$ cat config.mk
export PLATFORM = sky130hd
export DESIGN_NAME = basic_line_lexer_core
export DESIGN_NICKNAME = d
export VERILOG_FILES = /design/src/rtl/bll_pkg.sv /design/src/rtl/basic_line_lexer_core.sv /design/src/rtl/bll_lexer.sv /design/src/rtl/bll_ofifo.sv
export VERILOG_INCLUDE_DIRS = /design/src /design/src/rtl
export SDC_FILE = /design/constraint.sdc
export NUM_CORES = 1
export LEC_CHECK = 0
export BUFFER_PORTS_ARGS = -buffer_cell sky130_fd_sc_hd__clkbuf_2
export CAP_MARGIN = 10
export CORE_ASPECT_RATIO = 1.1
export CORE_UTILIZATION = 55
export CTS_CLUSTER_SIZE = 20
export DETAILED_ROUTE_END_ITERATION = 8
export GPL_ROUTABILITY_DRIVEN = 0
export PLACE_DENSITY = 0.72
export SYNTH_ARGS = -nofsm -noshare
export SYNTH_HDL_FRONTEND = slang
export SYNTH_SLANG_ARGS = --single-unit
$ cat constraint.sdc
create_clock -name i_clk -period 6.8 [get_ports i_clk]
set_input_delay 1.36 -clock i_clk [delete_from_list [all_inputs] [get_ports i_clk]]
set_output_delay 1.36 -clock i_clk [all_outputs]
set_load 0.05 [all_outputs]
$ cat src/rtl/basic_line_lexer_core_defines.svh
// Assertion helpers used by the lexer's output queue (bll_ofifo).
`ifndef BASIC_LINE_LEXER_CORE_DEFINES_SVH
`define BASIC_LINE_LEXER_CORE_DEFINES_SVH

// Implication checked on every rising clock edge out of reset.
`define BLL_ASSERT_IMPL(lbl, clk, rst_n, ante, cons, msg) \
    lbl: assert property (@(posedge clk) disable iff (!(rst_n)) (ante) |-> (cons)) \
        else $error(msg);

// Next-cycle implication checked out of reset.
`define BLL_ASSERT_NEXT(lbl, clk, rst_n, ante, cons, msg) \
    lbl: assert property (@(posedge clk) disable iff (!(rst_n)) (ante) |=> (cons)) \
        else $error(msg);

`endif

$ cat src/rtl/bll_pkg.sv
package bll_pkg;

    localparam logic [3:0] KIND_NUMBER  = 4'd0;
    localparam logic [3:0] KIND_OPER    = 4'd1;
    localparam logic [3:0] KIND_KEYWORD = 4'd2;
    localparam logic [3:0] KIND_VAR     = 4'd3;
    localparam logic [3:0] KIND_QCHAR   = 4'd4;
    localparam logic [3:0] KIND_QEND    = 4'd5;
    localparam logic [3:0] KIND_BRACKET = 4'd6;
    localparam logic [3:0] KIND_HASH    = 4'd7;
    localparam logic [3:0] KIND_EOL     = 4'd8;
    localparam logic [3:0] KIND_ERROR   = 4'd9;

    localparam logic [13:0] ERR_KEYWORD = 14'd0;
    localparam logic [13:0] ERR_SYMBOL  = 14'd1;
    localparam logic [13:0] ERR_NUMBER  = 14'd2;
    localparam logic [13:0] ERR_WORD    = 14'd3;
    localparam logic [13:0] ERR_QUOTE   = 14'd4;

    localparam logic [13:0] NUM_CAP = 14'd9999;

    localparam int KW_COUNT  = 8;
    localparam int KW_MAXLEN = 6;

    localparam logic [7:0] KW_CHAR [KW_COUNT][KW_MAXLEN] = '{
        '{"i", "n", "p", "u", "t", 8'h00},
        '{"p", "r", "i", "n", "t", 8'h00},
        '{"l", "e", "t", 8'h00, 8'h00, 8'h00},
        '{"i", "f", 8'h00, 8'h00, 8'h00, 8'h00},
        '{"g", "o", "t", "o", 8'h00, 8'h00},
        '{"e", "n", "d", 8'h00, 8'h00, 8'h00},
        '{"g", "o", "s", "u", "b", 8'h00},
        '{"r", "e", "t", "u", "r", "n"}
    };

    localparam logic [2:0] KW_LEN [KW_COUNT] = '{
        3'd5, 3'd5, 3'd3, 3'd2, 3'd4, 3'd3, 3'd5, 3'd6
    };

    typedef struct packed {
        logic [3:0]  kind;
        logic [13:0] value;
        logic [7:0]  symbol;
        logic        last;
    } t_res;

endpackage

$ cat src/rtl/basic_line_lexer_core.sv
// Line lexer: one character transaction per cycle in while the result queue has room, tokens out.
// Path: each character is registered in r_ch, then lexed into the result queue at the output.
// Throughput: one character per cycle while the queue has room for two results; a character yielding
// two tokens writes both into the queue together, which then offers them on the output one at a time.
// Reset: synchronous active-low i_rst_n returns the lexer to idle and empties the queue.
module basic_line_lexer_core #(
    parameter int MAX_NUMBER_CHARS = 4,
    parameter int MAX_WORD_CHARS   = 6
) (
    input  logic        i_clk,
    input  logic        i_rst_n,
    input  logic        i_valid,
    output logic        o_ready,
    input  logic [7:0]  i_ch,
    output logic        o_valid,
    input  logic        i_ready,
    output logic [3:0]  o_kind,
    output logic [13:0] o_value,
    output logic [7:0]  o_symbol,
    output logic        o_last
);

    logic          r_ch_vld;
    logic [7:0]    r_ch;
    logic          room2;
    logic          fire;
    bll_pkg::t_res res0, res1, head;
    logic [1:0]    res_cnt;

    assign fire    = r_ch_vld && room2;
    assign o_ready = !r_ch_vld || fire;

    always_ff @(posedge i_clk) begin
        if (!i_rst_n) begin
            r_ch_vld <= 1'b0;
        end else if (o_ready) begin
            r_ch_vld <= i_valid;
        end
    end

    always_ff @(posedge i_clk) begin
        if (i_valid && o_ready) begin
            r_ch <= i_ch;
        end
    end

    bll_lexer #(
        .MAX_NUMBER_CHARS(MAX_NUMBER_CHARS),
        .MAX_WORD_CHARS  (MAX_WORD_CHARS)
    ) u_lexer (
        .i_clk    (i_clk),
        .i_rst_n  (i_rst_n),
        .i_fire   (fire),
        .i_ch     (r_ch),
        .o_res0   (res0),
        .o_res1   (res1),
        .o_res_cnt(res_cnt)
    );

    bll_ofifo u_ofifo (
        .i_clk     (i_clk),
        .i_rst_n   (i_rst_n),
        .i_res0    (res0),
        .i_res1    (res1),
        .i_push_cnt(res_cnt),
        .o_room2   (room2),
        .o_valid   (o_valid),
        .i_ready   (i_ready),
        .o_res     (head)
    );

    assign o_kind   = head.kind;
    assign o_value  = head.value;
    assign o_symbol = head.symbol;
    assign o_last   = head.last;

endmodule

$ cat src/rtl/bll_lexer.sv
module bll_lexer #(
    parameter int MAX_NUMBER_CHARS = 4,
    parameter int MAX_WORD_CHARS   = 6
) (
    input  logic          i_clk,
    input  logic          i_rst_n,
    input  logic          i_fire,
    input  logic [7:0]    i_ch,
    output bll_pkg::t_res o_res0,
    output bll_pkg::t_res o_res1,
    output logic [1:0]    o_res_cnt
);

    localparam int NLW = $clog2(MAX_NUMBER_CHARS + 1);
    localparam int WLW = $clog2(MAX_WORD_CHARS + 1);
    localparam int WIW = $clog2(MAX_WORD_CHARS);

    localparam logic [2:0] MODE_IDLE  = 3'd0;
    localparam logic [2:0] MODE_NUM   = 3'd1;
    localparam logic [2:0] MODE_WORD  = 3'd2;
    localparam logic [2:0] MODE_QUOTE = 3'd3;
    localparam logic [2:0] MODE_HALT  = 3'd4;

    logic [2:0]       r_mode, n_mode;
    logic [13:0]      r_num_acc, n_num_acc;
    logic [NLW-1:0]   r_num_len, n_num_len;
    logic             r_num_done, n_num_done;
    logic [WLW-1:0]   r_word_len, n_word_len;
    logic             r_line_tok, n_line_tok;
    logic [7:0]       r_word [MAX_WORD_CHARS];

    logic             wr_en;
    logic [WIW-1:0]   wr_idx;
    logic [7:0]       wr_data;

    logic             kw_hit;
    logic [2:0]       kw_code;

    bll_pkg::t_res    res0, res1, tail_res;
    logic [1:0]       res_cnt;

    function automatic logic is_letter(input logic [7:0] c);
        return (c inside {[8'h61:8'h7a], [8'h41:8'h5a]});
    endfunction

    function automatic logic is_digit(input logic [7:0] c);
        return (c inside {[8'h30:8'h39]});
    endfunction

    function automatic logic is_delim(input logic [7:0] c);
        return (c inside {"(", ")", "=", "/", "*", "+", "-", " ", 8'd10, 8'd0, 8'h22});
    endfunction

    function automatic bll_pkg::t_res mk(input logic [3:0] kind, input logic [13:0] value,
                                         input logic [7:0] symbol);
        bll_pkg::t_res r;
        r.kind   = kind;
        r.value  = value;
        r.symbol = symbol;
        r.last   = 1'b0;
        return r;
    endfunction

    always_comb begin
        logic m;
        kw_hit  = 1'b0;
        kw_code = 3'd0;
        for (int k = bll_pkg::KW_COUNT - 1; k >= 0; k--) begin
            m = (r_word_len == WLW'(bll_pkg::KW_LEN[k]));
            for (int j = 0; j < bll_pkg::KW_MAXLEN; j++) begin
                if (j < int'(bll_pkg::KW_LEN[k]) && r_word[j] != bll_pkg::KW_CHAR[k][j]) begin
                    m = 1'b0;
                end
            end
            if (m) begin
                kw_hit  = 1'b1;
                kw_code = 3'(k);
            end
        end
    end

    always_comb begin
        logic        line_end;
        logic        do_tail;
        logic        tail_vld;
        logic [16:0] acc_ext;
        line_end   = (i_ch == 8'd0) || (i_ch == 8'd10);
        acc_ext    = 17'(r_num_acc) * 17'd10 + 17'(i_ch[3:0]);
        n_mode     = r_mode;
        n_num_acc  = r_num_acc;
        n_num_len  = r_num_len;
        n_num_done = r_num_done;
        n_word_len = r_word_len;
        n_line_tok = r_line_tok;
        wr_en      = 1'b0;
        wr_idx     = r_word_len[WIW-1:0];
        wr_data    = i_ch;
        res0       = '0;
        res1       = '0;
        tail_res   = '0;
        res_cnt    = 2'd0;
        do_tail    = 1'b0;
        tail_vld   = 1'b0;

        case (r_mode)
            MODE_HALT: begin
                if (line_end) begin
                    n_mode     = MODE_IDLE;
                    n_num_acc  = '0;
                    n_num_len  = '0;
                    n_num_done = 1'b0;
                    n_word_len = '0;
                    n_line_tok = 1'b0;
                end
            end
            MODE_QUOTE: begin
                res_cnt = 2'd1;
                if (line_end) begin
                    res0       = mk(bll_pkg::KIND_ERROR, bll_pkg::ERR_QUOTE, 8'd0);
                    n_mode     = MODE_IDLE;
                    n_num_acc  = '0;
                    n_num_len  = '0;
                    n_num_done = 1'b0;
                    n_word_len = '0;
                    n_line_tok = 1'b0;
                end else if (i_ch == 8'h22) begin
                    res0       = mk(bll_pkg::KIND_QEND, 14'd0, 8'd0);
                    n_mode     = MODE_IDLE;
                    n_line_tok = 1'b1;
                end else begin
                    res0       = mk(bll_pkg::KIND_QCHAR, 14'd0, (i_ch == "#") ? 8'd10 : i_ch);
                    n_line_tok = 1'b1;
                end
            end
            MODE_NUM: begin
                if (!(is_delim(i_ch) || is_letter(i_ch))) begin
                    if (r_num_len >= NLW'(MAX_NUMBER_CHARS)) begin
                        res0    = mk(bll_pkg::KIND_ERROR, bll_pkg::ERR_NUMBER, 8'd0);
                        res_cnt = 2'd1;
                        n_mode  = MODE_HALT;
                    end else begin
                        n_num_len = r_num_len + NLW'(1);
                        if (is_digit(i_ch) && !r_num_done) begin
                            n_num_acc = (acc_ext > 17'(bll_pkg::NUM_CAP)) ? bll_pkg::NUM_CAP
                                                                          : acc_ext[13:0];
                        end else begin
                            n_num_done = 1'b1;
                        end
                    end
                end else begin
                    res0       = mk(bll_pkg::KIND_NUMBER, r_num_acc, 8'd0);
                    res_cnt    = 2'd1;
                    n_line_tok = 1'b1;
                    n_mode     = MODE_IDLE;
                    do_tail    = 1'b1;
                end
            end
            MODE_WORD: begin
                if (!line_end && is_letter(i_ch)) begin
                    if (r_word_len >= WLW'(MAX_WORD_CHARS)) begin
                        res0    = mk(bll_pkg::KIND_ERROR, bll_pkg::ERR_WORD, 8'd0);
                        res_cnt = 2'd1;
                        n_mode  = MODE_HALT;
                    end else begin
                        wr_en      = 1'b1;
                        n_word_len = r_word_len + WLW'(1);
                    end
                end else if (r_word_len != WLW'(1) && !kw_hit) begin
                    res0    = mk(bll_pkg::KIND_ERROR, bll_pkg::ERR_KEYWORD, 8'd0);
                    res_cnt = 2'd1;
                    n_mode  = MODE_HALT;
                    if (line_end) begin
                        n_mode     = MODE_IDLE;
                        n_num_acc  = '0;
                        n_num_len  = '0;
                        n_num_done = 1'b0;
                        n_word_len = '0;
                        n_line_tok = 1'b0;
                    end
                end else begin
                    if (r_word_len == WLW'(1)) begin
                        res0 = mk(bll_pkg::KIND_VAR, 14'd0, r_word[0]);
                    end else begin
                        res0 = mk(bll_pkg::KIND_KEYWORD, 14'(kw_code), 8'd0);
                    end
                    res_cnt    = 2'd1;
                    n_line_tok = 1'b1;
                    n_word_len = '0;
                    n_mode     = MODE_IDLE;
                    do_tail    = 1'b1;
                end
            end
            MODE_IDLE: begin
                do_tail = 1'b1;
            end
            default: begin
                n_mode = MODE_IDLE;
            end
        endcase

        if (do_tail) begin
            if (line_end) begin
                if (n_line_tok) begin
                    tail_vld = 1'b1;
                    tail_res = mk(bll_pkg::KIND_EOL, 14'd0, 8'd0);
                end
                n_mode     = MODE_IDLE;
                n_num_acc  = '0;
                n_num_len  = '0;
                n_num_done = 1'b0;
                n_word_len = '0;
                n_line_tok = 1'b0;
            end else if (i_ch inside {" ", 8'd9, 8'd11, 8'd12, 8'd13}) begin
                tail_vld = 1'b0;
            end else if (is_digit(i_ch)) begin
                n_mode     = MODE_NUM;
                n_num_len  = NLW'(1);
                n_num_acc  = 14'(i_ch[3:0]);
                n_num_done = 1'b0;
            end else if (i_ch inside {"+", "-", "=", "*", "<", ">", "/"}) begin
                tail_vld   = 1'b1;
                tail_res   = mk(bll_pkg::KIND_OPER, 14'd0, i_ch);
                n_line_tok = 1'b1;
            end else if (is_letter(i_ch)) begin
                n_mode     = MODE_WORD;
                wr_en      = 1'b1;
                wr_idx     = '0;
                n_word_len = WLW'(1);
            end else if (i_ch == 8'h22) begin
                n_mode = MODE_QUOTE;
            end else if (i_ch == "(" || i_ch == ")") begin
                tail_vld   = 1'b1;
                tail_res   = mk(bll_pkg::KIND_BRACKET, 14'd0, i_ch);
                n_line_tok = 1'b1;
            end else if (i_ch == "#") begin
                tail_vld   = 1'b1;
                tail_res   = mk(bll_pkg::KIND_HASH, 14'd0, i_ch);
                n_line_tok = 1'b1;
            end else begin
                tail_vld = 1'b1;
                tail_res = mk(bll_pkg::KIND_ERROR, bll_pkg::ERR_SYMBOL, 8'd0);
                n_mode   = MODE_HALT;
            end
            if (tail_vld) begin
                if (res_cnt == 2'd0) begin
                    res0 = tail_res;
                end else begin
                    res1 = tail_res;
                end
                res_cnt = res_cnt + 2'd1;
            end
        end

        res0.last = (res_cnt == 2'd1);
        res1.last = 1'b1;
    end

    always_ff @(posedge i_clk) begin
        if (!i_rst_n) begin
            r_mode     <= MODE_IDLE;
            r_num_acc  <= '0;
            r_num_len  <= '0;
            r_num_done <= 1'b0;
            r_word_len <= '0;
            r_line_tok <= 1'b0;
        end else if (i_fire) begin
            r_mode     <= n_mode;
            r_num_acc  <= n_num_acc;
            r_num_len  <= n_num_len;
            r_num_done <= n_num_done;
            r_word_len <= n_word_len;
            r_line_tok <= n_line_tok;
        end
    end

    always_ff @(posedge i_clk) begin
        if (i_fire && wr_en) begin
            r_word[wr_idx] <= wr_data;
        end
    end

    assign o_res0    = res0;
    assign o_res1    = res1;
    assign o_res_cnt = i_fire ? res_cnt : 2'd0;

endmodule

$ cat src/rtl/bll_ofifo.sv
`include "basic_line_lexer_core_defines.svh"

module bll_ofifo (
    input  logic          i_clk,
    input  logic          i_rst_n,
    input  bll_pkg::t_res i_res0,
    input  bll_pkg::t_res i_res1,
    input  logic [1:0]    i_push_cnt,
    output logic          o_room2,
    output logic          o_valid,
    input  logic          i_ready,
    output bll_pkg::t_res o_res
);

    localparam int DEPTH = 4;
    localparam int PW    = $clog2(DEPTH);
    localparam int CW    = $clog2(DEPTH + 1);

    bll_pkg::t_res  r_mem [DEPTH];
    logic [PW-1:0]  r_wr, n_wr;
    logic [PW-1:0]  r_rd, n_rd;
    logic [CW-1:0]  r_cnt, n_cnt;
    logic           pop;

    assign pop = o_valid && i_ready;

    always_comb begin
        n_wr  = r_wr + PW'(i_push_cnt);
        n_rd  = r_rd + PW'(pop);
        n_cnt = r_cnt + CW'(i_push_cnt) - CW'(pop);
    end

    always_ff @(posedge i_clk) begin
        if (!i_rst_n) begin
            r_wr  <= '0;
            r_rd  <= '0;
            r_cnt <= '0;
        end else begin
            r_wr  <= n_wr;
            r_rd  <= n_rd;
            r_cnt <= n_cnt;
        end
    end

    always_ff @(posedge i_clk) begin
        if (i_push_cnt != 2'd0) begin
            r_mem[r_wr] <= i_res0;
        end
        if (i_push_cnt == 2'd2) begin
            r_mem[r_wr + PW'(1)] <= i_res1;
        end
    end

    assign o_room2 = (r_cnt <= CW'(DEPTH - 2));
    assign o_valid = (r_cnt != '0);
    assign o_res   = r_mem[r_rd];

    `BLL_ASSERT_IMPL(a_cnt_bound, i_clk, i_rst_n, 1'b1, r_cnt <= CW'(DEPTH), "fifo overflow")
    `BLL_ASSERT_IMPL(a_push_room, i_clk, i_rst_n, i_push_cnt != 2'd0,
        (r_cnt + CW'(i_push_cnt)) <= CW'(DEPTH), "push without room")
    `BLL_ASSERT_NEXT(a_pair_lands, i_clk, i_rst_n, (r_cnt == '0) && (i_push_cnt == 2'd2),
        (r_cnt == CW'(2)) && o_valid && !o_res.last, "result pair lost or misordered")

endmodule

### Word level (Yosys, flattened, before mapping)

Memories as Yosys holds them, arrays and structs flattened. A register that Yosys moved wholly into a read port is not among the register bits.
Index checks and enable logic that the tools add are counted.

| storage, ports and cells | value |
|---|---|
| flip-flop bits (word level) | 41 |
| latch bits | 0 |
| memory bits (writable) | 156 |
| bits in read-only memories | 0 |
| output and inout port bits | 29 |
| word-level logic and storage cells | 308 |
| memories | 2 |

| operators by class | value |
|---|---|
| add/subtract/negate cells | 9 |
| $mul | 1 |
| divide/modulo/power cells | 0 |
| order comparisons | 10 |
| equal/unequal tests | 53 |
| shift-type cells | 0 |
| mux-type cells | 194 |
| bitwise operators | 0 |
| reduce and logical (&&, ||, !) cells | 28 |

Memories:

| memory | depth | width | read ports | clocked after memory_dff | wr ports | line | RTL |
|---|---|---|---|---|---|---|---|
| u_ofifo.r_mem | 4 | 27 | 1 | 1 | 2 | bll_ofifo.sv:19 | `bll_pkg::t_res r_mem [DEPTH];` |
| u_lexer.r_word | 6 | 8 | 6 | 0 | 1 | bll_lexer.sv:30 | `logic [7:0] r_word [MAX_WORD_CHARS];` |

Operator list:

| kind | count |
|---|---|
| two-way mux 27 bit | 21 |
| != test 8 x 7 -> 1 bit, second input constant | 23 |
| two-way mux 14 bit | 11 |
| two-way mux 3 bit | 51 |
| == test 8 x 6 -> 1 bit, second input constant | 12 |
| two-way mux 1 bit | 95 |
| one-hot mux 27 bit (3 select lines) | 1 |
| two-way mux 24 bit | 2 |
| one-hot mux 14 bit (3 select lines) | 1 |
| == test 8 x 4 -> 1 bit, second input constant | 5 |
| adder 17 x 4 -> 17 bit | 1 |
| greater-than comparator 17 x 14 -> 1 bit, second input constant | 1 |
| >= comparator 8 x 7 -> 1 bit, second input constant | 2 |
| <= comparator 8 x 7 -> 1 bit, second input constant | 2 |
| multiplier 14 x 3 -> 16 bit, second input constant | 1 |
| one-hot mux 3 bit (5 select lines) | 1 |
| == test 3 x 2 -> 1 bit, second input constant | 4 |
| == test 3 bit, second input constant | 4 |
| nonzero test 11 bit | 1 |
| logical AND 1 bit | 10 |
| one-hot mux 3 bit (3 select lines) | 1 |
| >= comparator 8 x 6 -> 1 bit, second input constant | 1 |
| <= comparator 8 x 6 -> 1 bit, second input constant | 1 |
| logical NOT 8 bit | 1 |
| 27 further kinds | 42 |

### Logic depth before layout (Yosys ltp)

An unclocked memory read counts as a cell.

| depth | value |
|---|---|
| depth after elaboration | 30 |
| mapped depth | 18 |
| gate-level depth less buffers | 16 |

### Hierarchy

From an unflattened synthesis, not the netlist that was laid out.

| unflattened totals | value |
|---|---|
| cell total of the unflattened synthesis | 1039 |
| area total of the unflattened synthesis | 12097.9 um2 |

Modules (own cells, without submodules):

| module | times used | cells an instance | area each (um2) |
|---|---|---|---|
| bll_lexer | 1 | 715 | 6112.1 |
| bll_ofifo | 1 | 310 | 5680.4 |
| basic_line_lexer_core | 1 | 14 | 305.3 |

### Least setup slack after synthesis

Ideal clock, no wire load.

| timing path | value |
|---|---|
| kind | reg2reg |
| from | mem u_lexer.r_word[1][7] |
| to | mem u_ofifo.r_mem[1][1] in the netlist's numbering (enable) |
| setup time | 0.356 ns |
| arrival time | 3.687 ns |
| data required time | 6.444 ns |
| setup slack | 2.758 ns |
| cell stages (with the launch flop) | 16 |
| path buffers | 2 |
| period minus slack after synthesis | 4.042 ns |
| cell sequence | edfxtp_1 > nand3b_4 > or3b_4 > or4_4 > o32ai_2 > a31oi_2 > nand3_1 > nand3_2 > nand2_1 > ha_1 > inv_1 > o2111ai_2 > buf_6 > or3_4 > buf_6 > nand2_1 |

RTL lines:

| item | line |
|---|---|
| start, declared | bll_lexer.sv:30 |
| end, declared | bll_ofifo.sv:19 |

==> impl_metrics.yaml <==
floorplanning:
  fp.dieH_um: 151
  io_pins: 41
  rows: 53
  start_util_pct: 57.0
  core_um2: 19400
  dieArea_um2: 20600
  dieWidth_um: 137
setup_path:
  cp.arrival_ps: 5460
  worstPathMaxFanout: 22
  crit_path_start_kind: "register"
  worst_setup_path_end_kind: "register"
  required_ps: 6870
  crit_type: "register to register"
sta:
  worst_pin_slew_ps: 1100
  slew_headroom_pct: 26.8
  hold_viol: 0
  fin_crit_ps: 5380
  slew_violations: 0
  fin_setup_tns_ps: 0
  rsz0062_at_grt: "no"
  finalClockSkew_ps: 15.7
  setup_viol: 0
  fin_crit_sh_pct: 79.2
  clock.fmax_mhz: 186
clock_network:
  clk_pin_slew_ps: 80
  cts-root-buf: "clkbuf_16"
  clock_latency_ps: 440
  cts_num_sinks: 197
  postCtsResizedCells: 0
  clock_path_buffers: 2
  post_cts_buffers: 0
  holdBufCountCts: 0
  htree_levels: 4
  cts_tree: "yes"
  numCtsBuffers: 17
grt:
  track_usage_pct: 27.5
  grt_max_degree: 40
  overflow: 0
  grt_pass1_vias: 8245
  grt_pass1_wl_um: 43600
  antenna_found_initial: 0
logic_synthesis:
  ys_types: 98
  ys_ff_latch: 197
  synth-edff-count: 108
  synth_compound_area_share_pct: 20.3
  yosysSeqAreaShare_pct: 45.5
  synth_top_family_by_area: "compound AO/OA/AOI/OAI gates"
  synthSimpleGateAreaFrac_pct: 18.1
  yosys.area_share.adder_pct: 5.08
  avgSynthCellArea_um2: 10.3
  synth_area_um2: 11000
  yosys.area_share.xor_xnor_pct: 1.75
  synth_flop_cell: "edfxtp_1"
  synthMuxAreaShare_pct: 5.70
  syn_inst: 1076
  yosys_warnings: 0
  synthArstFlopShare_pct: 0
  syn-num-nets: 1131
cells_and_area:
  final_cell_mix: "108 x edfxtp_1, 90 x nand2_1, 88 x dfxtp_1, 77 x o21ai_0, 76 x nand3_1"
  fin_area_um2: 11900
  syn2layout_area_growth_pct: 8.08
  layout_commonest_cell: "edfxtp_1"
  finalNonFillerCells: 1343
  drive_above_1_share_pct: 14.1
  antenna_cells: 0
  num-nets-final: 1138
place:
  portBuffers: 40
  placed_area_um2: 11300
  place_inst: 1311
  hpwl_um: 19300
drt:
  wl_um: 27400
  drc_errors: 0
  vias: 8777
  wl_per_cell_um: 20.4
  drtIter0Drc: 1121
  vias_per_cell: 6.54
  firstDrtPassIters: 7
  drtAntennaViolNets: 0
power:
  cellPowerDensity_nw_per_um2: 265
  leakage_nw: 4.10
  ir_drop_mv: 0.199
flow_run:
  maxCapViolations: 0
status:
  status: "completed"
min_path:
  holdCritPathClass: "register to register"
==> layer usage <==
| metal | track usage, % | up-vias | share of wire (%) |
|---|---|---|---|
| li1 | - | 4146 | - |
| met1 | 36.9 | 4197 | 44 |
| met2 | 45.6 | 385 | 48 |
| met3 | 4.34 | 49 | 6.7 |
| met4 | 8.68 | 0 | 1.8 |
| met5 | 0 | - | 0 |
==> metrics by stage <==
| step | util [%] | worst slack, ps | total power (W) | hold slack [ps] |
|---|---|---|---|---|
| floorplan | - | 2760 | 0.00197 | 433 |
| global placement | 58.5 | 1690 | 0.00213 | 443 |
| detailed placement | 58.5 | 1500 | 0.00214 | 452 |
| CTS | 61.6 | 1470 | 0.00317 | 465 |
| global route | 61.6 | 1170 | 0.00329 | 481 |
| finish | 61.6 | 1420 | 0.00317 | 463 |
==> cell usage after synthesis (27+ instances only) <==
cell type,n,share of area (%)
mux4_2,27,5.5
nand2_1,90,3.1
a21oi_1,50,2.3
o22ai_1,29,1.6
dfxtp_1,89,16
ha_1,40,4.5
edfxtp_1,108,29
nand3_1,76,3.4
o21ai_0,77,3.5
nor2_1,71,2.4
clkbuf_1,34,1.2
inv_1,30,1.0
==> path summary, 6_finish.rpt <==
path | from | endpoint | slack [ps] | cells past startpoint
worst max-delay path | r_ch[2] | u_ofifo.r_mem[0][23] | 1420 | 11
worst min-delay path | u_ofifo.r_mem[1][14] | u_ofifo.r_mem[1][14] | 460 | 2
worst max register to register | r_ch[2] | u_ofifo.r_mem[0][23] | 1420 | 11
worst min register to register | u_ofifo.r_mem[1][14] | u_ofifo.r_mem[1][14] | 460 | 2
==> worst max-delay path: stages (launching register included) <==
cell and delay [ps]:
edfxtp_1 720, or3_4 540, o221ai_4 310, o2111a_2 350, inv_2 70, o21ai_1 340, nand3_2 390, ha_1 420
inv_1 140, o2111ai_2 280, or3_1 780, nand2_1 640
==> flip-flops by register name, indices dropped and copies added, names as in the netlist <==
| signal | cells |
|---|---|
| u_lexer.r_word_len | 3 |
| u_ofifo.r_wr | 2 |
| u_lexer.r_num_len | 3 |
| u_lexer.r_mode | 3 |
| r_ch | 8 |
| u_ofifo.r_rd | 2 |
| u_lexer.r_num_done | 1 |
| r_ch_vld | 1 |
| u_ofifo.r_mem | 108 |
| u_lexer.r_num_acc | 14 |
| u_lexer.r_word | 48 |
| u_lexer.r_line_tok | 1 |
| u_ofifo.r_cnt | 3 |
==> power by group <==
group	leakage [nW]	total [W]	switching, W	internal [W]
registers	1.73	0.00141	0.0000981	0.00131
clock network	0.300	0.00105	0.000489	0.000560
logic	2.07	0.000706	0.000477	0.000229
total	4.10	0.00317	0.00106	0.00210
==> logic make-up (layout without fill, tap and decap cells) <==
family,Yosys count,count (layout)
buf+inv,90,110
mux,29,29
flops,197,197
xor+xnor,22,22
compound gates,314,314
fa+ha+maj,43,43
simple gates,381,381
==> area by class of cell <==
cell class	instances	area (µm²)
Clock buffer	17	425
Clock inverter	15	184
Fill cell	1613	7430
Inverter	32	120
Multi-Input combinational cell	789	5620
Sequential cell	197	5030
Tap cell	247	309
Timing Repair Buffer	46	245
Note: power is estimated with default switching activity, not from simulation.
